### src/rtl/nps_pkg.sv
package nps_pkg;

    // Controller to datapath
    typedef struct packed {
        logic load_start;   // take a start value as the first candidate
        logic cand_inc;     // step to the next candidate, divisor back to two
        logic div_start;    // begin a division of the candidate by the divisor
        logic div_next;     // advance the divisor and begin a new division
        logic div_step;     // one restoring division step
        logic load_out;     // capture the result into the output register
        logic out_found;    // result is a prime (else no-prime flag)
    } t_dp_cmd;

    // Datapath to controller
    typedef struct packed {
        logic cand_lt2;     // candidate is zero or one
        logic cand_is_max;  // candidate is the largest value of the width
        logic div_last;     // current division step is the final one
        logic quo_lt_div;   // quotient below divisor: no divisor left to try
        logic rem_zero;     // divisor divides the candidate
    } t_dp_status;

    localparam int unsigned OutWidth = 32;

endpackage

### src/rtl/next_prime_search_unit.sv
// Finds the smallest prime at or above the start value by trial division,
// one item at a time. The start value is reduced to VALUE_WIDTH bits; when no
// prime lies between it and the largest VALUE_WIDTH-bit value, the result
// carries zero and the no-prime flag. Each divisor is tried in the shared
// bit-serial restoring divider (one quotient bit a cycle, then the quotient
// and remainder are judged), and divisors run from 2 while divisor <=
// candidate / divisor. Each candidate is checked, then divided by each
// divisor in turn, including the final division whose quotient falls below
// the divisor. An item is accepted in the idle state and ends in a done state
// that loads the output register, which waits while the previous result has
// not been taken. A new start value is taken while the previous result still
// waits in the output register.
module next_prime_search_unit #(
    parameter int unsigned VALUE_WIDTH = 32
) (
    input  logic        i_clk,
    input  logic        i_rst_n,
    input  logic        i_valid,
    output logic        o_ready,
    input  logic [31:0] i_start_value,
    output logic        o_valid,
    input  logic        i_ready,
    output logic [31:0] o_prime_found,
    output logic        o_no_prime
);

    nps_pkg::t_dp_cmd    cmd;
    nps_pkg::t_dp_status status;

    nps_ctrl u_ctrl (
        .i_clk    (i_clk),
        .i_rst_n  (i_rst_n),
        .i_valid  (i_valid),
        .o_ready  (o_ready),
        .o_valid  (o_valid),
        .i_ready  (i_ready),
        .i_status (status),
        .o_cmd    (cmd)
    );

    nps_datapath #(
        .VALUE_WIDTH (VALUE_WIDTH)
    ) u_datapath (
        .i_clk         (i_clk),
        .i_start_value (i_start_value),
        .i_cmd         (cmd),
        .o_status      (status),
        .o_prime_found (o_prime_found),
        .o_no_prime    (o_no_prime)
    );

endmodule

### src/rtl/nps_ctrl.sv
module nps_ctrl (
    input  logic                i_clk,
    input  logic                i_rst_n,
    input  logic                i_valid,
    output logic                o_ready,
    output logic                o_valid,
    input  logic                i_ready,
    input  nps_pkg::t_dp_status i_status,
    output nps_pkg::t_dp_cmd    o_cmd
);

    typedef enum logic [2:0] {
        ST_IDLE,
        ST_CHECK,
        ST_DIVIDE,
        ST_EVAL,
        ST_DONE
    } t_state;

    t_state r_state, n_state;
    logic   r_found, n_found;
    logic   r_out_valid, n_out_valid;

    always_comb begin
        n_state     = r_state;
        n_found     = r_found;
        n_out_valid = r_out_valid;
        o_cmd       = '0;
        o_cmd.out_found = r_found;

        // drop the result once the beat is taken
        if (r_out_valid && i_ready) begin
            n_out_valid = 1'b0;
        end

        case (r_state)
            ST_IDLE: begin
                if (i_valid) begin
                    o_cmd.load_start = 1'b1;
                    n_state = ST_CHECK;
                end
            end
            ST_CHECK: begin
                if (i_status.cand_lt2) begin
                    if (i_status.cand_is_max) begin
                        n_found = 1'b0;
                        n_state = ST_DONE;
                    end else begin
                        o_cmd.cand_inc = 1'b1;
                    end
                end else begin
                    o_cmd.div_start = 1'b1;
                    n_state = ST_DIVIDE;
                end
            end
            ST_DIVIDE: begin
                o_cmd.div_step = 1'b1;
                if (i_status.div_last) begin
                    n_state = ST_EVAL;
                end
            end
            ST_EVAL: begin
                if (i_status.quo_lt_div) begin
                    n_found = 1'b1;
                    n_state = ST_DONE;
                end else if (i_status.rem_zero) begin
                    // composite: move on, or give up at the top of the range
                    if (i_status.cand_is_max) begin
                        n_found = 1'b0;
                        n_state = ST_DONE;
                    end else begin
                        o_cmd.cand_inc = 1'b1;
                        n_state = ST_CHECK;
                    end
                end else begin
                    o_cmd.div_next = 1'b1;
                    n_state = ST_DIVIDE;
                end
            end
            ST_DONE: begin
                // hold until the output register is free
                if (!r_out_valid || i_ready) begin
                    o_cmd.load_out = 1'b1;
                    n_out_valid = 1'b1;
                    n_state = ST_IDLE;
                end
            end
            default: begin
                n_state = ST_IDLE;
            end
        endcase
    end

    always_ff @(posedge i_clk) begin
        if (!i_rst_n) begin
            r_state     <= ST_IDLE;
            r_found     <= 1'b0;
            r_out_valid <= 1'b0;
        end else begin
            r_state     <= n_state;
            r_found     <= n_found;
            r_out_valid <= n_out_valid;
        end
    end

    assign o_ready = (r_state == ST_IDLE);
    assign o_valid = r_out_valid;

endmodule

### src/rtl/nps_datapath.sv
module nps_datapath #(
    parameter int unsigned VALUE_WIDTH = 32
) (
    input  logic                i_clk,
    input  logic [31:0]         i_start_value,
    input  nps_pkg::t_dp_cmd    i_cmd,
    output nps_pkg::t_dp_status o_status,
    output logic [31:0]         o_prime_found,
    output logic                o_no_prime
);

    localparam int unsigned CntWidth = $clog2(VALUE_WIDTH);
    localparam int unsigned OutW     = nps_pkg::OutWidth;

    logic [VALUE_WIDTH-1:0] r_cand;
    logic [VALUE_WIDTH-1:0] r_div;
    logic [VALUE_WIDTH-1:0] r_quo;
    logic [VALUE_WIDTH-1:0] r_rem;
    logic [CntWidth-1:0]    r_cnt;
    logic [OutW-1:0]        r_prime_found;
    logic                   r_no_prime;

    logic [VALUE_WIDTH+OutW-1:0] start_ext;
    logic [VALUE_WIDTH+OutW-1:0] cand_ext;
    logic [VALUE_WIDTH:0]        rem_sh;
    logic [VALUE_WIDTH:0]        rem_diff;
    logic                        rem_ge;

    // reduce or widen the start value to the working width
    assign start_ext = {{VALUE_WIDTH{1'b0}}, i_start_value};
    assign cand_ext  = {{OutW{1'b0}}, r_cand};

    assign rem_sh   = {r_rem, r_quo[VALUE_WIDTH-1]};
    assign rem_ge   = (rem_sh >= {1'b0, r_div});
    assign rem_diff = rem_sh - {1'b0, r_div};

    always_ff @(posedge i_clk) begin
        if (i_cmd.load_start) begin
            r_cand <= start_ext[VALUE_WIDTH-1:0];
            r_div  <= VALUE_WIDTH'(2);
        end else if (i_cmd.cand_inc) begin
            r_cand <= r_cand + VALUE_WIDTH'(1);
            r_div  <= VALUE_WIDTH'(2);
        end else if (i_cmd.div_next) begin
            r_div  <= r_div + VALUE_WIDTH'(1);
        end

        if (i_cmd.div_start || i_cmd.div_next) begin
            r_quo <= r_cand;
            r_rem <= '0;
            r_cnt <= '0;
        end else if (i_cmd.div_step) begin
            r_quo <= {r_quo[VALUE_WIDTH-2:0], rem_ge};
            r_rem <= rem_ge ? rem_diff[VALUE_WIDTH-1:0] : rem_sh[VALUE_WIDTH-1:0];
            r_cnt <= r_cnt + CntWidth'(1);
        end

        if (i_cmd.load_out) begin
            r_prime_found <= i_cmd.out_found ? cand_ext[OutW-1:0] : '0;
            r_no_prime    <= ~i_cmd.out_found;
        end
    end

    assign o_status.cand_lt2    = (r_cand < VALUE_WIDTH'(2));
    assign o_status.cand_is_max = &r_cand;
    assign o_status.div_last    = (r_cnt == CntWidth'(VALUE_WIDTH - 1));
    assign o_status.quo_lt_div  = (r_quo < r_div);
    assign o_status.rem_zero    = (r_rem == '0);

    assign o_prime_found = r_prime_found;
    assign o_no_prime    = r_no_prime;

endmodule

### config.mk
export PLATFORM = sky130hd
export DESIGN_NAME = next_prime_search_unit
export DESIGN_NICKNAME = d
export VERILOG_FILES = /design/src/rtl/nps_pkg.sv /design/src/rtl/next_prime_search_unit.sv /design/src/rtl/nps_ctrl.sv /design/src/rtl/nps_datapath.sv
export SDC_FILE = /design/constraint.sdc
export NUM_CORES = 1
export LEC_CHECK = 0
export BUFFER_PORTS_ARGS = -buffer_cell sky130_fd_sc_hd__buf_2
export CORE_MARGIN = 5
export CORE_UTILIZATION = 45
export DETAILED_ROUTE_END_ITERATION = 10
export PLACE_DENSITY = 0.7
export SYNTH_ARGS = -nofsm -noshare
export SYNTH_HDL_FRONTEND = slang
export SYNTH_HIERARCHICAL = 1
export SYNTH_SLANG_ARGS = --single-unit
### constraint.sdc
create_clock -name i_clk -period 8.07 [get_ports i_clk]
set_clock_uncertainty 0.05 [all_clocks]
set_input_delay 1.2105 -clock i_clk [delete_from_list [all_inputs] [get_ports i_clk]]
set_output_delay 1.2105 -clock i_clk [all_outputs]
set_load 0.03 [all_outputs]
# Yosys cells after proc, flatten, opt, wreduce, memory -nomap -nowiden
# Index checks and enable logic that the tools add are counted.
[totals]
regBits = 171
inputBits = 36
out_inout_bits = 35
wordCells = 79
[classes]
n_lt_le_gt_ge = 3
add_sub_neg = 4
muxes = 37
eq_ne = 11
reduce_logical = 13
bitwise_logic = 1
[op_table]
columns = ["cell", "count"]
rows = [
  ["2-to-1 mux 32 bit", 5],
  ["adder 32 x 1 -> 32 bit, second input constant", 2],
  [">= comparator 33 x 32 -> 1 bit", 1],
  ["zero test 32 bit", 1],
  ["< comparator 32 x 2 -> 1 bit, second input constant", 1],
  ["< comparator 32 bit", 1],
  ["AND reduction 32 bit", 1],
  ["subtractor 32 bit", 1],
  ["2-to-1 mux 3 bit", 8],
  ["2-to-1 mux 1 bit", 21],
  ["one-hot mux 3 bit (5 select lines)", 1],
  ["equality test 3 x 2 -> 1 bit, second input constant", 2],
  ["!= test 2 bit, second input constant", 3],
  ["!= test 3 bit, second input constant", 2],
  ["nonzero test 2 bit", 3],
  ["adder 5 x 1 -> 5 bit, second input constant", 1],
  ["equality test 5 bit, second input constant", 1],
  ["one-hot mux 1 bit (2 select lines)", 2],
  ["AND reduction 4 bit", 1],
  ["equality test 3 x 1 -> 1 bit, second input constant", 1],
  ["equality test 3 bit, second input constant", 1],
  ["zero test 3 bit", 1],
  ["AND reduction 3 bit", 1],
  ["logical OR 1 bit", 2],
  ["other kinds (5)", 5],
]

# Longest topological paths before layout
[depth]
depth_word = 7
ltp_mapped = 21

# Hierarchy
# The synthesis kept the hierarchy.
[modules_own_cells]
columns = ["module", "seq_area_each_um2", "area_each_um2", "n_inst", "cells_per_inst"]
rows = [
  ["nps_datapath", 4294.1, 10178.5, 1, 1135],
  ["nps_ctrl", 100.1, 335.3, 1, 42],
]

# Worst setup path before layout
# OpenSTA, ideal clock, no wires.
[synth_path]
path_type = "register -> register"
startpoint = "reg u_datapath.r_div[17]"
endpoint = "reg u_datapath.r_quo[0] (enable)"
arrival_ns = 4.072
stages_incl_launch_ff = 17
slack_ns = 3.545
synth_period_minus_slack_ns = 4.525
t_required_ns = 7.617
path_buffers = 1
cell_sequence = "dfxtp_1 -> inv_1 -> ha_1 -> a21o_1 -> a21o_1 -> a21oi_1 -> nor2_1 -> a2111oi_0 -> o21ai_0 -> o31a_1 -> a2111oi_0 -> nor3b_2 -> and2b_2 -> buf_2 -> or2_2 -> nor2_1 -> inv_1"
[synth_lines]
columns = ["item", "line", "rtl"]
rows = [
  ["start, declared", "nps_datapath.sv:16", "logic [VALUE_WIDTH-1:0] r_div;"],
  ["start signal, assigned", "nps_datapath.sv:45", "r_div <= r_div + VALUE_WIDTH'(1);"],
  ["end signal, assigned", "nps_datapath.sv:49", "r_quo <= r_cand;"],
  ["end signal, assigned", "nps_datapath.sv:53", "r_quo <= {r_quo[VALUE_WIDTH-2:0], rem_ge};"],
  ["end, declared", "nps_datapath.sv:17", "logic [VALUE_WIDTH-1:0] r_quo;"],
]

==> impl_results.md <==
- Postcts setup bufs: 0
- Die Wd: ~160 um
- Area leader, netlist: edfxtp_1
- Fin. Hold Viols: 0
- Ys flop type: edfxtp_1
- Total gr overflow: 0
- YS warnings: 6
- Commonest non-fill, non-tap cell in the layout: nand2_1
- CP Capture Type: flip-flop
- Slew margin rel.: 20.1%
- First-pass GRT wire length: approximately 42000 um
- Initial antenna violation count: 0
- DIE AREA: between 0.02 and 0.03 mm^2
- WL/cell: 16.7 um
- Synth top area share: ~28%
- Commonest non-fill, non-tap cells in the layout: nand2_1, edfxtp_1, o21ai_0
- CTS resizes: 0
- Worst VDD drop: about 0.15 mV
- Minimum clock period: 5690 ps
- CP required: roughly 8000 ps
- Final setup viols: 0
- Area Growth Syn to Fin: 10.3%
- Drt pass-1 iters: 5
- Layout cells sized above 1: roughly 11%
- PwrDens: 328 mW/mm^2
- Largest fanout on the critical path: 38
- Vias per cell: ~5.6
- Reg clk slew, reported paths: around 60 ps
- Startpoint Class: flip-flop
- Max Cap Viol: 0
- Initial Util: 45.2%
- Avg Inst Size Synth: roughly 8.9 um^2
- Yosys reg bits: approximately 170
- Post-synthesis sequential area ratio: a little over two fifths
- Die Span Y: between 150 and 200 um
- Final Cell Area: about 0.012 mm^2
- Core Box Area: ~0.023 mm^2
- Part of the cycle the worst path needs: between 70 and 80%
- Crit path arrival time: 5600 ps
- Root Buffer: clkbuf_16
- Wirelength, routed: ~26000 um
- Antenna Nets Post-Route: 0
- Lkg Pwr: between 4 and 5 nW
- Post-DP HPWL: 18600 um
- # diodes: 0
- Clock Sinks: ~170
- CTS tree: yes
- Post-Synthesis Cell Area: 0.0105 mm^2
- Via count: 8588
- RSZ-0062 raised after global routing: false
- Worst slack, placed: roughly 2400 ps
- Synth top area cells: edfxtp_1, dfxtp_1, ha_1
- Syn Inst Count: between 1000 and 1500
- Iter 0 DRT Violations: 618
- Hold-fix buffers, CTS: 0
- Worst hold path type: reg2reg
- Status: finished, final reports clean
- Final net count: around 1300
- Deepest clock path buffer count: 2
- # DRC: 0
- Max Freq: ~180 MHz
- Port Buffers: 70
- Worst skew pair latency: between 400 and 500 ps
- H-tree levels: 4
- Pin count of the biggest net entering global routing: 65
- Final WS setup: roughly 2400 ps
- Row count: between 50 and 60
- Post-Route Setup TNS: 0 ps
- Placed Area: roughly 0.011 mm^2
- Vias in the first global route: ~8400
- Post-synth EDFFs: slightly below 100
- Net count after synthesis: ~1300
- Async SR Flop Fraction: 0%
- Final Max Slew Viols: 0
- Setup CP Type: reg2reg
- Global placement routability congestion: 0.871
- IO Count: slightly above 70
- Number of CTS-inserted buffers: 17
- Worst Max-Slew Pin Slew: 1200 ps
- Total track usage: 19.6%
- Distinct cells, synth: 70
## cell usage after synthesis (14+ instances only)
cell and instances:
nand3_1 28, dfxtp_1 74, buf_2 17, nor4_1 19, edfxtp_1 97, ha_1 67, a21oi_1 75, nand2_1 190
xnor2_1 54, nor3_1 28, o21ai_0 86, xor2_1 29, a21o_1 14, inv_1 46, clkbuf_1 33, nand4_1 30
nor2_1 79, and2_1 38, mux2i_1 28
## cell type report
class | instances | area (um^2)
clock buffer | 20 | 457
clock inverter | 12 | 126
fill | 2219 | 11700
inverter | 48 | 180
multi-input combinational | 898 | 5660
sequential | 171 | 4390
tap | 319 | 399
timing repair buffer | 74 | 380
## layer usage
metal	global-route usage (%)	routed length [um]	vias up
met5	0	0	-
met4	6.71	699	0
met3	3.06	1150	44
met2	32.0	11800	219
met1	26.6	12000	4074
li1	-	-	4251
## power breakdown
part	switching, mW	internal [mW]	total (mW)
logic	1.02	0.708	1.73
registers	0.167	1.09	1.26
clock network	0.372	0.453	0.825
total	1.56	2.25	3.81
## per-stage QoR
stage / util, % / instances / total power [mW] / hold slack, ps
after floorplan: - / 1177 / 2.62 / 388
after global placement: 47.3 / 1510 / 2.93 / 417
after detailed placement: 47.3 / 1510 / 2.96 / 435
after CTS: 49.8 / 1542 / 3.80 / 444
after global routing: 49.8 / 1542 / 4.08 / 471
final: 49.8 / 1542 / 3.81 / 437
## path summary, 6_finish.rpt
check                           slack [ps]                                 to  depth (start not counted)                         startpoint
worst min-delay path                   440  u_datapath/r_div[30]$_SDFFE_PP0P_                          2  u_datapath/r_div[30]$_SDFFE_PP0P_
worst max register to register        2380      u_datapath/r_quo[8]$_DFFE_PP_                         15  u_datapath/r_div[17]$_SDFFE_PP0P_
worst max-delay path                  2380      u_datapath/r_quo[8]$_DFFE_PP_                         15  u_datapath/r_div[17]$_SDFFE_PP0P_
worst min register to register         440  u_datapath/r_div[30]$_SDFFE_PP0P_                          2  u_datapath/r_div[30]$_SDFFE_PP0P_
## sequential cells by signal, summed over array words and instances, names as in the netlist
register	flops
u_datapath/r_quo	32
u_ctrl/r_state	3
u_datapath/r_cnt	5
u_ctrl/o_valid	1
u_ctrl/r_found	1
u_datapath/o_no_prime	1
u_datapath/r_rem	32
u_datapath/o_prime_found	32
u_datapath/r_div	32
u_datapath/r_cand	32
## worst max-delay path: stages (launching register included)
cell,delay [ps]
dfxtp_1,360
inv_1,100
ha_1,320
a21o_1,180
a21o_1,170
a21oi_1,130
nor2_1,60
a2111oi_0,330
o21ai_0,140
o31a_1,240
a2111oi_0,870
nor3b_2,160
and2b_2,330
or2_2,570
nor2_1,510
inv_1,670
## logic make-up (layout without fill, tap and decap cells)
| family | Yosys count | count (layout) | synth area share (%) |
|---|---|---|---|
| buf+inv | 108 | 154 | 4.59 |
| compound gates | 240 | 240 | 13.6 |
| simple gates | 478 | 478 | 22.1 |
| xor+xnor | 83 | 83 | 6.91 |
| mux | 29 | 29 | 2.77 |
| flops | 171 | 171 | 41.8 |
| fa+ha+maj | 68 | 68 | 8.16 |
Power figures use the tool's default switching activity.
